`src/rtl/core/brtd_pkg.sv`:
```
// Shared types, constants and helper functions of the bitmap row text decoder.
package brtd_pkg;

   localparam int MAX_DIM = 1024;
   localparam int DIM_W   = $clog2(MAX_DIM + 1);

   // Configuration register indexes
   localparam logic [2:0] CSR_MODE      = 3'd0;
   localparam logic [2:0] CSR_WIDTH     = 3'd1;
   localparam logic [2:0] CSR_HEIGHT    = 3'd2;
   localparam logic [2:0] CSR_DEPTH     = 3'd3;
   localparam logic [2:0] CSR_THRESHOLD = 3'd4;

   // Decoding modes
   localparam logic [1:0] MODE_BIT  = 2'd0;
   localparam logic [1:0] MODE_HEX  = 2'd1;
   localparam logic [1:0] MODE_RUNS = 2'd2;

   // Command kinds
   localparam logic [1:0] KIND_GROUP  = 2'd0;
   localparam logic [1:0] KIND_RUN    = 2'd1;
   localparam logic [1:0] KIND_REPEAT = 2'd2;

   // Character codes
   localparam logic [7:0] CH_LF      = 8'd10;
   localparam logic [7:0] CH_CR      = 8'd13;
   localparam logic [7:0] CH_SPACE   = 8'd32;
   localparam logic [7:0] CH_BANG    = 8'd33;
   localparam logic [7:0] CH_ZERO    = 8'd48;
   localparam logic [7:0] CH_NINE    = 8'd57;
   localparam logic [7:0] CH_LOWER_A = 8'd97;
   localparam logic [7:0] CH_LOWER_N = 8'd110;
   localparam logic [7:0] CH_BAR     = 8'd124;
   localparam logic [7:0] ON_RUN_BASE  = 8'd108;
   localparam logic [7:0] OFF_RUN_BASE = 8'd95;

   localparam logic [7:0] RESET_MODE      = 8'd2;
   localparam logic [6:0] RESET_THRESHOLD = 7'd49;

   typedef enum logic [1:0] {
      PH_NORMAL,
      PH_AFTER_CR,
      PH_COUNT,
      PH_DONE
   } phase_type;

   typedef struct packed {
      logic [1:0]       mode;
      logic [DIM_W-1:0] width;
      logic [DIM_W-1:0] height;
      logic [DIM_W-1:0] depth;
      logic [6:0]       on_threshold;
   } cfg_type;

   typedef struct packed {
      phase_type        phase;
      logic [DIM_W-1:0] column_pos;
      logic [DIM_W-1:0] row_pos;
      logic [DIM_W-1:0] plane_pos;
      logic [DIM_W-1:0] count_acc;
   } state_type;

   typedef struct packed {
      logic [1:0]  kind;
      logic [9:0]  plane;
      logic [9:0]  row;
      logic [9:0]  column;
      logic [5:0]  pattern;
      logic [2:0]  pattern_bits;
      logic [6:0]  run_length;
      logic [10:0] repeat_count;
   } cmd_type;

   // Zero acts as one, anything above the largest dimension is clamped.
   function automatic logic [DIM_W-1:0] eff_dim(input logic [10:0] v);
      logic [DIM_W-1:0] r;
      if (v == 11'd0) begin
         r = DIM_W'(1);
      end else if (32'(v) > MAX_DIM) begin
         r = DIM_W'(MAX_DIM);
      end else begin
         r = DIM_W'(v);
      end
      return r;
   endfunction

   // Non-hex characters count as digit zero.
   function automatic logic [3:0] hex_val(input logic [7:0] c);
      logic [3:0] r;
      if (c >= 8'd48 && c <= 8'd57) begin
         r = 4'(c - 8'd48);
      end else if (c >= 8'd97 && c <= 8'd102) begin
         r = 4'(c - 8'd87);
      end else if (c >= 8'd65 && c <= 8'd70) begin
         r = 4'(c - 8'd55);
      end else begin
         r = 4'd0;
      end
      return r;
   endfunction

endpackage

```
`src/rtl/core/brtd_cfg.sv`:
```
// Configuration registers of the bitmap row text decoder and their effective values.
module brtd_cfg (
   input  logic               clock,
   input  logic               reset,
   input  logic               csr_write,
   input  logic [2:0]         csr_index,
   input  logic [10:0]        csr_data,
   output brtd_pkg::cfg_type  cfg
);

   logic [1:0]  mode_ff,   mode_in;
   logic [10:0] width_ff,  width_in;
   logic [10:0] height_ff, height_in;
   logic [10:0] depth_ff,  depth_in;
   logic [6:0]  thr_ff,    thr_in;

   always_comb begin
      mode_in   = mode_ff;
      width_in  = width_ff;
      height_in = height_ff;
      depth_in  = depth_ff;
      thr_in    = thr_ff;
      if (csr_write) begin
         case (csr_index)
            brtd_pkg::CSR_MODE:      mode_in   = csr_data[1:0];
            brtd_pkg::CSR_WIDTH:     width_in  = csr_data;
            brtd_pkg::CSR_HEIGHT:    height_in = csr_data;
            brtd_pkg::CSR_DEPTH:     depth_in  = csr_data;
            brtd_pkg::CSR_THRESHOLD: thr_in    = csr_data[6:0];
            default: ;
         endcase
      end
   end

   always_ff @(posedge clock) begin
      if (reset) begin
         mode_ff   <= brtd_pkg::RESET_MODE[1:0];
         width_ff  <= 11'(brtd_pkg::MAX_DIM);
         height_ff <= 11'(brtd_pkg::MAX_DIM);
         depth_ff  <= 11'(brtd_pkg::MAX_DIM);
         thr_ff    <= brtd_pkg::RESET_THRESHOLD;
      end else begin
         mode_ff   <= mode_in;
         width_ff  <= width_in;
         height_ff <= height_in;
         depth_ff  <= depth_in;
         thr_ff    <= thr_in;
      end
   end

   // Mode three behaves as one character per pixel, which the decoder treats as default.
   always_comb begin
      cfg.mode         = mode_ff;
      cfg.width        = brtd_pkg::eff_dim(width_ff);
      cfg.height       = brtd_pkg::eff_dim(height_ff);
      cfg.depth        = brtd_pkg::eff_dim(depth_ff);
      cfg.on_threshold = thr_ff;
   end

endmodule

```
`src/rtl/core/brtd_step.sv`:
```
// Decode of one body character: next position state and the write command it causes.
module brtd_step (
   input  brtd_pkg::state_type st,
   input  logic [7:0]          char_code,
   input  brtd_pkg::cfg_type   cfg,
   output brtd_pkg::state_type nx,
   output logic                emit,
   output brtd_pkg::cmd_type   cmd
);

   localparam int DW = brtd_pkg::DIM_W;

   logic          is_ctrl, is_cr, is_lf, is_digit;
   logic          done_in, swallow_lf, in_count;
   logic          plane_end, last_plane, plane_sep, body;
   logic [DW-1:0] plane_inc, row_b, col_b, plane_b;
   logic          mode_hex, mode_runs;
   logic          is_group, is_marker, is_on_run;
   logic [2:0]    nbits, gbits;
   logic [5:0]    val6;
   logic [7:0]    run_k8;
   logic [4:0]    run_k;
   logic [6:0]    run_len, adv, run_out;
   logic [DW:0]   col_sum;
   logic [DW-1:0] col_adv, room;
   logic          col_ok;
   logic [14:0]   acc10;
   logic [DW-1:0] acc_sat, rows_left, n_req, n_clip;
   logic          row_ok, rep_emit;

   assign is_cr    = (char_code == brtd_pkg::CH_CR);
   assign is_lf    = (char_code == brtd_pkg::CH_LF);
   assign is_ctrl  = (char_code < brtd_pkg::CH_SPACE) || char_code[7];
   assign is_digit = (char_code >= brtd_pkg::CH_ZERO) && (char_code <= brtd_pkg::CH_NINE);

   assign done_in    = (st.phase == brtd_pkg::PH_DONE) || (st.plane_pos >= cfg.depth);
   assign swallow_lf = (st.phase == brtd_pkg::PH_AFTER_CR) && is_lf;
   assign in_count   = (st.phase == brtd_pkg::PH_COUNT);

   // A plane whose rows are all done is closed by whatever character comes next.
   assign plane_end  = !done_in && !swallow_lf && !in_count && (st.row_pos >= cfg.height);
   assign plane_inc  = st.plane_pos + DW'(1);
   assign last_plane = plane_end && (plane_inc >= cfg.depth);
   assign plane_sep  = plane_end && !last_plane && (is_cr || is_lf);
   assign body       = !done_in && !swallow_lf && !in_count && !last_plane && !plane_sep;

   assign row_b   = plane_end ? '0 : st.row_pos;
   assign col_b   = plane_end ? '0 : st.column_pos;
   assign plane_b = plane_end ? plane_inc : st.plane_pos;

   assign mode_hex  = (cfg.mode == brtd_pkg::MODE_HEX);
   assign mode_runs = (cfg.mode == brtd_pkg::MODE_RUNS);

   assign is_group  = body && !is_ctrl &&
                      (!mode_runs || (char_code < brtd_pkg::CH_LOWER_A));
   assign is_marker = body && !is_ctrl && mode_runs && (char_code == brtd_pkg::CH_BAR);
   assign is_on_run = body && !is_ctrl && mode_runs &&
                      (char_code >= brtd_pkg::CH_LOWER_N) && (char_code != brtd_pkg::CH_BAR);

   always_comb begin
      if (mode_hex) begin
         nbits = 3'd4;
         val6  = {2'b00, brtd_pkg::hex_val(char_code)};
      end else if (mode_runs) begin
         nbits = 3'd6;
         val6  = 6'(char_code - brtd_pkg::CH_BANG);
      end else begin
         nbits = 3'd1;
         val6  = {5'd0, (char_code >= {1'b0, cfg.on_threshold})};
      end
   end

   // Runs cover two or more six-pixel groups; the length is k times six.
   assign run_k8  = (char_code >= brtd_pkg::CH_LOWER_N) ? (char_code - brtd_pkg::ON_RUN_BASE)
                                                        : (char_code - brtd_pkg::OFF_RUN_BASE);
   assign run_k   = run_k8[4:0];
   assign run_len = 7'({run_k, 2'b00}) + 7'({run_k, 1'b0});
   assign adv     = is_group ? 7'(nbits) : run_len;

   assign col_sum = {1'b0, col_b} + (DW + 1)'(adv);
   assign col_adv = (col_sum > (DW + 1)'(brtd_pkg::MAX_DIM)) ? DW'(brtd_pkg::MAX_DIM)
                                                              : col_sum[DW-1:0];
   assign col_ok  = (col_b < cfg.width);
   assign room    = cfg.width - col_b;
   assign gbits   = (room < DW'(nbits)) ? room[2:0] : nbits;
   assign run_out = (room < DW'(run_len)) ? room[6:0] : run_len;

   assign acc10   = 15'({st.count_acc, 3'b000}) + 15'({st.count_acc, 1'b0}) +
                    15'(char_code[3:0]);
   assign acc_sat = (acc10 > 15'(cfg.height)) ? cfg.height : acc10[DW-1:0];

   assign row_ok    = (st.row_pos < cfg.height);
   assign rows_left = cfg.height - st.row_pos;
   assign n_req     = (st.count_acc == '0) ? DW'(1) : st.count_acc;
   assign n_clip    = (n_req > rows_left) ? rows_left : n_req;
   assign rep_emit  = !done_in && in_count && !is_digit && row_ok && (st.row_pos != '0);

   // Next state
   always_comb begin
      nx = st;
      if (done_in) begin
         nx.phase = brtd_pkg::PH_DONE;
      end else if (in_count) begin
         if (is_digit) begin
            nx.count_acc = acc_sat;
         end else begin
            nx.phase      = is_cr ? brtd_pkg::PH_AFTER_CR : brtd_pkg::PH_NORMAL;
            nx.column_pos = '0;
            if (row_ok) begin
               nx.row_pos = st.row_pos + n_clip;
            end
         end
      end else if (swallow_lf) begin
         nx.phase = brtd_pkg::PH_NORMAL;
      end else begin
         nx.phase      = brtd_pkg::PH_NORMAL;
         nx.plane_pos  = plane_b;
         nx.row_pos    = row_b;
         nx.column_pos = col_b;
         if (last_plane) begin
            nx.phase = brtd_pkg::PH_DONE;
         end else if (plane_sep) begin
            nx.phase = is_cr ? brtd_pkg::PH_AFTER_CR : brtd_pkg::PH_NORMAL;
         end else if (is_ctrl) begin
            nx.row_pos    = row_b + DW'(1);
            nx.column_pos = '0;
            nx.phase      = is_cr ? brtd_pkg::PH_AFTER_CR : brtd_pkg::PH_NORMAL;
         end else if (is_marker) begin
            nx.phase     = brtd_pkg::PH_COUNT;
            nx.count_acc = '0;
         end else begin
            nx.column_pos = col_adv;
         end
      end
   end

   // Command
   always_comb begin
      emit = 1'b0;
      cmd  = '0;
      cmd.plane = plane_b[9:0];
      cmd.row   = row_b[9:0];
      if (rep_emit) begin
         emit             = 1'b1;
         cmd.kind         = brtd_pkg::KIND_REPEAT;
         cmd.row          = st.row_pos[9:0];
         cmd.repeat_count = n_clip;
      end else if (is_group && col_ok) begin
         emit             = 1'b1;
         cmd.kind         = brtd_pkg::KIND_GROUP;
         cmd.column       = col_b[9:0];
         cmd.pattern      = val6 >> (nbits - gbits);
         cmd.pattern_bits = gbits;
      end else if (is_on_run && col_ok) begin
         emit           = 1'b1;
         cmd.kind       = brtd_pkg::KIND_RUN;
         cmd.column     = col_b[9:0];
         cmd.run_length = run_out;
      end
   end

endmodule

```
`src/rtl/core/bitmap_row_text_decoder.sv`:
```
// Top level of the bitmap row text decoder: input register, position state and result register.
//
//  Port group   Direction  Handshake          Carries
//  req_         in         req_valid/stall    one body character per transfer
//  rsp_         out        rsp_valid/stall    one pixel write command per transfer
//  csr_         in         csr_write          mode, width, height, depth, on threshold
//
// A character is decoded while it sits in the input register; its command then goes to the
// result register. The position state is updated once per character.
// One character is taken every cycle unless a held result is stalled.
// Reset is synchronous, clears the position state and both valid flags, and restores the
// configuration registers to their reset values.
// A stalled result holds the input register; only an empty one still takes a character.
module bitmap_row_text_decoder (
   input  logic        clock,
   input  logic        reset,
   input  logic        req_valid,
   output logic        req_stall,
   input  logic [7:0]  req_char_code,
   output logic        rsp_valid,
   input  logic        rsp_stall,
   output logic [1:0]  rsp_kind,
   output logic [9:0]  rsp_plane,
   output logic [9:0]  rsp_row,
   output logic [9:0]  rsp_column,
   output logic [5:0]  rsp_pattern,
   output logic [2:0]  rsp_pattern_bits,
   output logic [6:0]  rsp_run_length,
   output logic [10:0] rsp_repeat_count,
   input  logic        csr_write,
   input  logic [2:0]  csr_index,
   input  logic [10:0] csr_data
);

   brtd_pkg::cfg_type   cfg;
   brtd_pkg::state_type state_ff, state_in;
   brtd_pkg::cmd_type   cmd_ff, cmd_in;
   logic                in_valid_ff, in_valid_in;
   logic [7:0]          in_char_ff;
   logic                rsp_valid_ff, rsp_valid_in;
   logic                fire, emit;

   brtd_cfg u_cfg (
      .clock     (clock),
      .reset     (reset),
      .csr_write (csr_write),
      .csr_index (csr_index),
      .csr_data  (csr_data),
      .cfg       (cfg)
   );

   brtd_step u_step (
      .st        (state_ff),
      .char_code (in_char_ff),
      .cfg       (cfg),
      .nx        (state_in),
      .emit      (emit),
      .cmd       (cmd_in)
   );

   // The held character is decoded once the result register is free or being emptied.
   assign fire      = in_valid_ff && (!rsp_valid_ff || !rsp_stall);
   assign req_stall = in_valid_ff && !fire;

   always_comb begin
      in_valid_in = in_valid_ff;
      if (!req_stall) begin
         in_valid_in = req_valid;
      end
      rsp_valid_in = rsp_valid_ff;
      if (fire) begin
         rsp_valid_in = emit;
      end else if (!rsp_stall) begin
         rsp_valid_in = 1'b0;
      end
   end

   always_ff @(posedge clock) begin
      if (reset) begin
         in_valid_ff  <= 1'b0;
         rsp_valid_ff <= 1'b0;
         state_ff     <= '{phase: brtd_pkg::PH_NORMAL, default: '0};
      end else begin
         in_valid_ff  <= in_valid_in;
         rsp_valid_ff <= rsp_valid_in;
         if (fire) begin
            state_ff <= state_in;
         end
      end
   end

   always_ff @(posedge clock) begin
      if (req_valid && !req_stall) begin
         in_char_ff <= req_char_code;
      end
      if (fire && emit) begin
         cmd_ff <= cmd_in;
      end
   end

   assign rsp_valid        = rsp_valid_ff;
   assign rsp_kind         = cmd_ff.kind;
   assign rsp_plane        = cmd_ff.plane;
   assign rsp_row          = cmd_ff.row;
   assign rsp_column       = cmd_ff.column;
   assign rsp_pattern      = cmd_ff.pattern;
   assign rsp_pattern_bits = cmd_ff.pattern_bits;
   assign rsp_run_length   = cmd_ff.run_length;
   assign rsp_repeat_count = cmd_ff.repeat_count;

   // A pixel group never reaches past the row width.
   a_group_in_row: assert property (@(posedge clock) disable iff (reset)
      (rsp_valid_ff && cmd_ff.kind == brtd_pkg::KIND_GROUP) |->
      (cmd_ff.pattern_bits != 3'd0 &&
       (11'(cmd_ff.column) + 11'(cmd_ff.pattern_bits)) <= cfg.width))
      else $error("pixel group extends past the row width");

   // A repeat always copies at least one row and never targets the first row.
   a_repeat_sane: assert property (@(posedge clock) disable iff (reset)
      (rsp_valid_ff && cmd_ff.kind == brtd_pkg::KIND_REPEAT) |->
      (cmd_ff.repeat_count != 11'd0 && cmd_ff.row != 10'd0))
      else $error("repeat command with no rows or on the first row");

   // Once the volume is complete the decoder stays finished.
   a_done_sticks: assert property (@(posedge clock) disable iff (reset)
      (state_ff.phase == brtd_pkg::PH_DONE) |=> (state_ff.phase == brtd_pkg::PH_DONE))
      else $error("decoder left the finished phase");

   // The column position saturates at the largest dimension.
   a_column_bound: assert property (@(posedge clock) disable iff (reset)
      32'(state_ff.column_pos) <= brtd_pkg::MAX_DIM)
      else $error("column position beyond the largest dimension");

endmodule

```
`config.mk`:
```
export PLATFORM = sky130hd
export DESIGN_NAME = bitmap_row_text_decoder
export DESIGN_NICKNAME = d
export VERILOG_FILES = /design/src/rtl/core/brtd_pkg.sv /design/src/rtl/core/brtd_cfg.sv /design/src/rtl/core/brtd_step.sv /design/src/rtl/core/bitmap_row_text_decoder.sv
export SDC_FILE = /design/constraint.sdc
export NUM_CORES = 1
export LEC_CHECK = 0
export BUFFER_PORTS_ARGS = -buffer_cell sky130_fd_sc_hd__buf_2
export CAP_MARGIN = 20
export CELL_PAD_IN_SITES_DETAIL_PLACEMENT = 1
export CELL_PAD_IN_SITES_GLOBAL_PLACEMENT = 1
export CORE_ASPECT_RATIO = 1.2
export CORE_MARGIN = 2
export CORE_UTILIZATION = 52
export CTS_BUF_LIST = sky130_fd_sc_hd__clkbuf_2 sky130_fd_sc_hd__clkbuf_4 sky130_fd_sc_hd__clkbuf_8
export DETAILED_ROUTE_END_ITERATION = 16
export GPL_TIMING_DRIVEN = 0
export PLACE_DENSITY = 0.9
export SLEW_MARGIN = 30
export SYNTH_ARGS = -nofsm -noshare
export SYNTH_HDL_FRONTEND = slang
export SYNTH_SLANG_ARGS = --single-unit
```
`constraint.sdc`:
```
create_clock -name clock -period 18 [get_ports clock]
set_input_delay 0 -clock clock [delete_from_list [all_inputs] [get_ports clock]]
set_output_delay 0 -clock clock [all_outputs]
set_load 0.01 [all_outputs]
```
Yosys cells after proc, flatten, opt, wreduce, memory -nomap -nowiden
Index checks and enable logic that the tools add are counted.
{ "classes": {"n_addsub": 16, "n_lt_le_gt_ge": 23, "eq_ne": 22, "n_shift": 1, "mux": 55, "bitwise": 5, "reduce_logical": 66} }
{ "op_table": {"columns": ["cell", "n"], "rows": [
  ["$mux W11", 22],
  ["$mux W24", 2],
  ["$logic_not A11 Y1", 4],
  ["$mux W22", 2],
  ["$mux W44", 1],
  ["$ge A11 B11 Y1", 3],
  ["$gt A11 B11 Y1 const B", 3],
  ["$mux W10", 3],
  ["$logic_and A1 B1 Y1", 28],
  ["$ge A8 B7 Y1 const B", 3],
  ["$add A11 B1 Y11 const B", 2],
  ["$lt A11 B11 Y1", 2],
  ["$sub A11 B11 Y11", 2],
  ["$eq A8 B4 Y1 const B", 2],
  ["$le A8 B7 Y1 const B", 2],
  ["$add A14 B12 Y15", 1],
  ["$add A15 B4 Y15", 1],
  ["$gt A15 B11 Y1", 1],
  ["$mux W7", 2],
  ["$mux W13", 1],
  ["$add A11 B7 Y12", 1],
  ["$gt A12 B11 Y1 const B", 1],
  ["$logic_not A1 Y1", 12],
  ["$mux W2", 6],
  ["43 further kinds", 81]
]} }
{ "totals": {"regBits": 157, "in_bits": 27, "output_inout_bits": 61, "word_cells": 211} }

Longest topological paths before layout
Gate-level depths: netlist of run 1.
{ "logic_depth": {"word_depth": 28, "mapped_depth": 32, "ltp_nobuf": 31} }

Hierarchy
Synthesis of run 1 repeated with hierarchy kept, for this count alone.
{ "hier_totals": {"hier_cells": 1516, "hier_area_um2": 12939.9} }
{ "by_module_without_submodules": {"columns": ["module", "n_inst", "cells_each", "area_per_inst_um2", "seq_area_each_um2"], "rows": [
  ["brtd_step", 1, 1012, 6941.7, 0.0],
  ["bitmap_row_text_decoder", 1, 278, 4197.8, 2972.9],
  ["brtd_cfg", 1, 226, 1800.5, 840.8]
]} }

Worst setup path after synthesis of run 1
OpenSTA, ideal clock, no wires.
{ "synth_timing": {"path_kind": "reg-to-reg", "from": "reg u_cfg.height_ff[10]", "to": "reg cmd_ff, in the netlist rsp_column[0], enable pin", "setup_ns": 0.495, "arrival_ns": 7.350, "t_required_ns": 17.505, "setup_slack_ns": 10.155, "path_stages_with_launch": 24, "n_path_buf": 4, "synth_period_minus_slack_ns": 7.845, "cell_sequence": "dfxtp_1 > clkinv_1 > nand2_1 > inv_1 > ha_1 > clkbuf_2 > o21a_1 > a21oi_2 > a221oi_1 > o21a_1 > buf_6 > or3_4 > buf_6 > clkbuf_1 > nand2_1 > ha_1 > nor2b_1 > o21ai_0 > a2bb2oi_1 > a21o_1 > a21oi_1 > o31ai_1 > o311ai_0 > a21oi_1"} }
{ "synth_via": {"elab_chain_cells": 20, "word_cells_on_any_way": 29, "cone_classes": "4 x order compare; 6 x mux; 19 x reduce/logical"} }
{ "synth_rtl": {"columns": ["item", "line_no", "text"], "rows": [
  ["start, declared", "brtd_cfg.sv:13", "logic [10:0] height_ff, height_in;"],
  ["start signal, assigned", "brtd_cfg.sv:39", "height_ff <= 11'(brtd_pkg::MAX_DIM);"],
  ["start signal, assigned", "brtd_cfg.sv:45", "height_ff <= height_in;"],
  ["$gt A11 B11 Y1", "brtd_pkg.sv:79", "end else if (32'(v) > MAX_DIM) begin"],
  ["$mux W11", "brtd_pkg.sv:79", null],
  ["$mux W11 (*)", "brtd_pkg.sv:77", "if (v == 11'd0) begin"],
  ["branches (longest 15 deep; another with $ge A11 B11 Y1)", null, null],
  ["$mux W1 (*)", "brtd_step.sv:143", "if (rep_emit) begin"],
  ["$logic_and A1 B1 Y1 (*)", "bitmap_row_text_decoder.sv:96", "if (fire && emit) begin"],
  ["end signal, assigned", "bitmap_row_text_decoder.sv:97", "cmd_ff <= cmd_in;"],
  ["end, declared", "bitmap_row_text_decoder.sv:37", "brtd_pkg::cmd_type cmd_ff, cmd_in;"]
]} }
Mark *: on every way between the ends.
A chain may end at the register's enable or synchronous reset.

Worst setup path in the final report of run 1
{ "layout_timing": {"from": "reg u_cfg.height_ff[10]", "to": "reg cmd_ff, in the netlist rsp_pattern[1], data pin"} }
{ "layout_via": {"word_cells_on_any_way": 28, "cone_classes": "2 x add/sub; 5 x order compare; 1 x shift; 4 x mux; 1 x bitwise; 15 x reduce/logical"} }
{ "layout_lines": {"columns": ["item", "line_no", "text"], "rows": [
  ["$gt A11 B11 Y1", "brtd_pkg.sv:79", null],
  ["$mux W11", "brtd_pkg.sv:79", null],
  ["$mux W11 (*)", "brtd_pkg.sv:77", null],
  ["$ge A11 B11 Y1 (*)", "brtd_step.sv:41", "assign plane_end = !done_in && !swallow_lf && !in_count && (st.row_pos >= cfg.height);"],
  ["$logic_and A1 B1 Y1 (*)", "brtd_step.sv:41", null],
  ["$mux W11 (*)", "brtd_step.sv:48", "assign col_b = plane_end ? '0 : st.column_pos;"],
  ["$sub A11 B11 Y11 (*)", "brtd_step.sv:84", "assign room = cfg.width - col_b;"],
  ["$lt A11 B3 Y1", "brtd_step.sv:85", "assign gbits = (room < DW'(nbits)) ? room[2:0] : nbits;"],
  ["$mux W3 (*)", "brtd_step.sv:85", null],
  ["named net u_step.gbits[0]", "brtd_step.sv:19", "logic [2:0] nbits, gbits;"],
  ["$sub A3 B3 Y3 (*)", "brtd_step.sv:152", "cmd.pattern = val6 >> (nbits - gbits);"],
  ["$shr A6 B3 Y6 (*)", "brtd_step.sv:152", null]
]} }
The timed path passes the listed nets; every way through them passes the cells marked *.

==> results.cfg, run 1 <==
[status]
status = finished clean

[sta]
rsz0062_at_grt = no
slew_violations = 0
setup_viol_count_final = 0
worst_pin_slew_ns = 0.887
fmax_mhz = 122
fin_tns_setup_ns = 0
fin_crit_ns = 8.19
relSlewSlack = 0.399
finalHoldViolations = 0
fin_crit_sh = 0.455
finalWorstSetupSlack_ns = 9.81
skew_ns = 0.0223

[pwr]
internal-power_mw = 0.580
leakage_nw = 5.85
pwr-share-seq = 0.440
p_total_mw = 0.876
combinationalPowerShare = 0.237
p_switching_mw = 0.297
p_clk_frac = 0.323
swShare = 0.338
peakVddDrop_v = 0.0000509
power.density_nw_per_um2 = 63.5

[setup_path]
cp_common_cell = ha_1
crit_fanout = 10
cp-end-kind = flop
startpoint_type = flop
critPathKind = reg2reg
slowest_stage = or4b_1
max_stage_delay_ns = 0.52
arrival_ns = 8.52
regToRegSetupSlack_ns = 9.81
worstPathRequired_ns = 18.33
rr_worst_depth = 31

[cts]
clockBufferDepth = 2
clock_latency_ns = 0.51
numCtsBuffers = 17
post_cts_buffers = 0
tritoncts = built
root_buffer = clkbuf_8
cts.clk_slew.worst_paths_ns = 0.09
cts_htree_levels = 4
cts_sinks = 157

[final_layout]
area_delta_synth_final_pct = 13.4
drive_above_1_share = 0.112
layout.cells.non_filler = 1907
nFillCells = 2829
nets = 1750

[min_path]
whs_path_depth = 2
hold_class = in2reg

[synthesis]
synth_seq_cells = 157
synth_edf_count = 67
yosysSeqAreaShare = 0.313
netlist_area_um2 = 12200
synth-async-reset-ratio = 0
syn_avg_cell_area_um2 = 8.48
synthFlopType = dfxtp_1
yosysWarningCount = 0
synthCells = 1436
synth_nets = 1608
synth.distinct_cells = 93

[placement]
dp_hpwl_um = 31400
io_buffer_count = 87
gp_congestion = 0.963
place_ws_ns = 10.05
dp_cells = 1842

[flow_run]
max-cap-violations = 0

[floorplanning]
die_h_um = 172
initial_core_util = 0.527
die-width_um = 144
dieArea_um2 = 24700
core_um2 = 23100
io_pins = 88
num_rows = 61

[global_route]
gr-usage-met2 = 0.646
grt_max_degree = 20
grt_use_total = 0.355
gr-total-overflow = 0
grt_pass1_wl_um = 67800
met3_usage = 0.0535
grt_busiest_layer = met2
met1_usage = 0.374
grt_pass1_vias = 12900
antenna_found_initial = 0

[routing]
drc = 0
avgRoutedWirePerCell_um = 22.9
ant_nets = 0
firstDrtPassIters = 5
drt_first_iter_violations = 766
via_count = 12100
via_per_inst = 6.33
wl_um = 43600
## cell usage in the layout (no fill, tap or decap), drive strengths merged, types with 29 or more instances in the layout
cell type / count
nor2: 129
dfxtp: 90
xnor2: 32
nor3: 29
clkbuf: 60
edfxtp: 67
xor2: 37
nand3: 35
a21oi: 105
o21ai: 58
dlygate4sd3: 32
buf: 112
ha: 137
o211ai: 32
inv: 97
nand2: 188
## state kept, by name (all words and copies together), names as in the netlist, 2 cells and up
register,flops
rsp_row,10
rsp_kind,2
rsp_run_length,7
state_ff,46
rsp_plane,10
u_cfg.mode_ff,2
u_cfg.width_ff,11
rsp_pattern_bits,3
rsp_repeat_count,11
u_cfg.depth_ff,11
rsp_column,10
in_char_ff,8
rsp_pattern,6
u_cfg.thr_ff,7
u_cfg.height_ff,11
## layer usage
metal / vias to the layer above / routed length, um / part of all wire
met5: - / 0 / 0
met4: 0 / 2970 / 0.068
met3: 217 / 1970 / 0.045
met2: 507 / 22500 / 0.52
met1: 5890 / 16200 / 0.37
li1: 5461 / - / -
## cell families (layout without fill, tap and decap cells)
family	Yosys count	after routing	share of synthesized area
other	0	1	0
DFF	157	157	0.313
xor gates and xnor gates	69	69	0.0496
and+or+nand+nor	527	527	0.207
AOI/OAI and AO/OA	357	357	0.204
muxes	25	25	0.0210
buffers and inverters	156	311	0.0522
adders and majority gates	145	145	0.154
## final cells by class
cell class / instances / area [um^2] / share of cell area
timing repair buffer: 123 / 828 / 0.0600
sequential: 157 / 3810 / 0.276
buffer: 64 / 290 / 0.0210
inverter: 92 / 345 / 0.0250
multi-input combinational: 1123 / 7740 / 0.561
tap: 315 / 394 / 0.0285
clock inverter: 15 / 159 / 0.0115
clock buffer: 17 / 234 / 0.0169
antenna: 1 / 2.50 / 0.000181
## worst max-delay path, delay by kind of cell, from the launching register on
kind	cells	cell delay [ns]
and+or+nand+nor	9	1.96
buffers and inverters	9	1.88
AOI/OAI and AO/OA	7	1.75
adders and majority gates	5	1.68
DFF	1	0.51
muxes	1	0.21
## worst paths after layout
check,start,to
setup / recovery,u_cfg.height_ff[10],rsp_pattern[1]
hold / removal,req_char_code[1],in_char_ff[1]
setup reg to reg,u_cfg.height_ff[10],rsp_pattern[1]
hold reg to reg,state_ff[39],state_ff[39]
## stage by stage
step / instance area, um^2 / hold slack, ns / utilization
floorplan: 12200 / 0.0989 / -
global placement: 13000 / 0.180 / 0.563
detailed placement: 13100 / 0.179 / 0.566
CTS: 13800 / 0.182 / 0.597
global route: 13800 / 0.218 / 0.597
finish: 13800 / 0.218 / 0.597
## timing repair
action / CTS / global route
hold endpoints to repair: 55 / 0
gates resized for setup: 0 / 0
hold buffers: 32 / 0
## Yosys cell counts (all sizes together) (11+ instances only)
master / count / area, um^2
nand2: 188 / 706
ha: 137 / 1710
nor2: 129 / 494
a21oi: 105 / 541
inv: 91 / 342
dfxtp: 90 / 1800
edfxtp: 67 / 2010
o21ai: 58 / 294
clkbuf: 43 / 164
xor2: 37 / 324
nand3: 35 / 175
o211ai: 32 / 259
xnor2: 32 / 280
nor3: 29 / 145
nor2b: 25 / 156
and2: 21 / 131
buf: 21 / 126
mux2i: 21 / 210
nor4: 20 / 140
a211oi: 17 / 138
o21a: 17 / 128
a21o: 16 / 120
nand4: 14 / 87.6
and3: 13 / 81.3
or2: 11 / 68.8
## power by group through the flow
stage	combinational [mW]	clock, mW	sequential (mW)
6_report	0.207	0.283	0.386
5_1_grt	0.225	0.295	0.386
4_1_cts	0.203	0.281	0.385
3_5_place_dp	0.195	0	0.393
3_3_place_gp	0.184	0	0.394
2_1_floorplan	0.136	0	0.392
Note: power is estimated with default switching activity, not from simulation.
==> run 2: changes to the inputs <==
--- a/config.mk
+++ b/config.mk
@@ -5,17 +5,18 @@
 export SDC_FILE = /design/constraint.sdc
 export NUM_CORES = 1
 export LEC_CHECK = 0
+export ABC_AREA = 1
 export BUFFER_PORTS_ARGS = -buffer_cell sky130_fd_sc_hd__buf_2
 export CAP_MARGIN = 20
 export CELL_PAD_IN_SITES_DETAIL_PLACEMENT = 1
 export CELL_PAD_IN_SITES_GLOBAL_PLACEMENT = 1
 export CORE_ASPECT_RATIO = 1.2
 export CORE_MARGIN = 2
-export CORE_UTILIZATION = 52
+export CORE_UTILIZATION = 42
 export CTS_BUF_LIST = sky130_fd_sc_hd__clkbuf_2 sky130_fd_sc_hd__clkbuf_4 sky130_fd_sc_hd__clkbuf_8
 export DETAILED_ROUTE_END_ITERATION = 16
 export GPL_TIMING_DRIVEN = 0
-export PLACE_DENSITY = 0.9
+export PLACE_DENSITY = 0.8
 export SLEW_MARGIN = 30
 export SYNTH_ARGS = -nofsm -noshare
 export SYNTH_HDL_FRONTEND = slang
==> constraint.sdc (replaced) <==
create_clock -name clock -period 7.3 [get_ports clock]
set_input_delay 0 -clock clock [delete_from_list [all_inputs] [get_ports clock]]
set_output_delay 0 -clock clock [all_outputs]
set_load 0.01 [all_outputs]
==> results.cfg, run 2 <==
[status]
status = finished clean

[synthesis]
synth.distinct_cells = 57
yosysSeqAreaShare = 0.314
synthMostInstantiatedCell = nand2_1
synthTopCellsByCount = 327 x nand2_1, 222 x inv_1, 174 x nor2_1
synthTopCellsByArea = edfxtp_1 17%, dfxtp_1 15%, ha_1 14%, nand2_1 10%, inv_1 6.9%
synth_edf_count = 67
netlist_area_um2 = 12100
synthCells = 1664
synthFlopType = dfxtp_1
synth-async-reset-ratio = 0
yosysTopAreaCellShare = 0.166
synth_nets = 1836
yosys.area.top_type = edfxtp_1
syn_avg_cell_area_um2 = 7.30
synth_seq_cells = 157
yosysWarningCount = 0

[setup_path]
max_stage_delay_ns = 0.61
slowest_stage = fa_2
cp_common_cell = nand2_1
arrival_ns = 7.00
cp-end-kind = flop
startpoint_type = flop
crit_fanout = 19
worstPathRequired_ns = 7.54
critPathKind = reg2reg

[sta]
relSlewSlack = 0.495
finalWorstSetupSlack_ns = 0.532
worst_pin_slew_ns = 0.758
slew_violations = 0
fmax_mhz = 148
fin_tns_setup_ns = 0
skew_ns = 0.0182
setup_viol_count_final = 0
fin_crit_sh = 0.927
timing.hold.ws_ns = 0.0347
rsz0062_at_grt = no
fin_crit_ns = 6.77
finalHoldViolations = 0

[global_route]
grt_pass1_vias = 12600
antenna_found_initial = 1
grt_max_degree = 38
gr-total-overflow = 0
grt_use_total = 0.266
grt_pass1_wl_um = 64200

[routing]
firstDrtPassIters = 6
via_per_inst = 5.40
drc = 0
ant_nets = 0
drt_first_iter_violations = 505
wl_um = 40000
via_count = 11900
avgRoutedWirePerCell_um = 18.2

[floorplanning]
io_pins = 88
dieArea_um2 = 30300
num_rows = 68
initial_core_util = 0.425
die-width_um = 159
die_h_um = 190
core_um2 = 28600

[placement]
dp_hpwl_um = 31100
io_buffer_count = 86
gp_congestion = 0.883
dp_cells = 2136
place_ws_ns = -0.657

[pwr]
pwr-share-seq = 0.384
p_switching_mw = 0.933
peakVddDrop_v = 0.000103
power.density_nw_per_um2 = 185
p_clk_frac = 0.299
swShare = 0.363
combinationalPowerShare = 0.317
p_total_mw = 2.57
leakage_nw = 6.44
internal-power_mw = 1.64

[final_layout]
area_delta_synth_final_pct = 14.6
final_common_cell = nand2_1
drive_above_1_share = 0.117
largest_register = state_ff
largest_reg_flops = 46
final_cell_mix = 326 x nand2_1, 221 x inv_1, 168 x nor2_1
layout.cells.non_filler = 2199
nets = 1972

[cts]
cts_sinks = 157
numCtsBuffers = 17
cts.clk_slew.worst_paths_ns = 0.09
tritoncts = built
clock_latency_ns = 0.48
cts_htree_levels = 4
root_buffer = clkbuf_8
clockBufferDepth = 2

[min_path]
hold_class = in2reg

[flow_run]
max-cap-violations = 0
run 2: changes by cell type after synthesis, sizes merged, moves of 18 or more:
cell    change
inv       +147
nand2     +144
o21ai      +83
nor2       +59
nand3      +44
a21oi      +42
nor2b      -25
o211ai     -22
and2       -21
mux2i      -20
nand4      +18
xnor2      -18
run 2: timing repair:
item / 4_1_cts / 5_1_grt
gates resized for setup: 5 / 17
hold endpoints to repair: 52 / 0
hold buffers: 30 / 0
setup buffers: 1 / 0
endpoints found under the setup margin: 6 / 6
pin swaps: 1 / 1
run 2: layout make-up:
type / instances / area, um^2
Antenna cell: 1 / 2.50
Tap cell: 385 / 482
Clock buffer: 22 / 284
Fill cell: 3724 / 14700
Buffer: 47 / 214
Timing Repair Buffer: 118 / 758
Clock inverter: 10 / 164
Inverter: 238 / 896
Multi-Input combinational cell: 1221 / 7300
Sequential cell: 157 / 3810
run 2: power groups by stage:
stage / Combinational, mW / Sequential [mW] / Clock (mW)
floorplan: 0.543 / 1.01 / 0
global placement: 0.737 / 1.01 / 0
detailed placement: 0.772 / 1.01 / 0
CTS: 0.796 / 0.986 / 0.776
global route: 0.914 / 0.991 / 0.807
finish: 0.815 / 0.987 / 0.768
run 2: worst max-delay path, delay by kind of cell, from the launching register on:
kind,cells,cell delay (ns)
AO/OA/AOI/OAI,4,0.52
flip-flops,1,0.35
XOR/XNOR,1,0.19
adder cells (fa/ha/maj),6,2.15
AND/OR/NAND/NOR,18,2.74
buffers and inverters,4,0.56
run 2: metal layers:
metal,up-vias,track usage,wire (um)
met2,239,0.493,20500
li1,5816,-,-
met1,5712,0.297,16400
met4,0,0.142,2070
met5,-,0,0
met3,108,0.0324,1010
run 2: path summary, 6_finish.rpt:
kind / cells past startpoint / slack, ns / from / to
worst min-delay path: 2 / 0.03 / reset / state_ff[21]
worst min register to register: 2 / 0.47 / state_ff[38] / state_ff[38]
worst max-delay path: 33 / 0.53 / u_cfg.depth_ff[2] / rsp_pattern[1]
worst max register to register: 33 / 0.53 / u_cfg.depth_ff[2] / rsp_pattern[1]
run 2: metrics by stage:
stage / util / cell area, um^2
2_1_floorplan: - / 12100
6_report: 0.487 / 13900
4_1_cts: 0.484 / 13800
5_1_grt: 0.487 / 13900
3_5_place_dp: 0.457 / 13100
3_3_place_gp: 0.457 / 13100
run 2: cell families (layout without fill, tap and decap cells):
group                      Yosys count  in the layout  synth area share
AOI/OAI and AO/OA                  346            346             0.158
adders and majority gates          145            145             0.154
DFF                                157            157             0.314
and+or+nand+nor                    683            683             0.248
xor gates and xnor gates            46             46            0.0332
other                                0              1                 0
muxes                                1              1          0.000825
buffers and inverters              286            435            0.0915
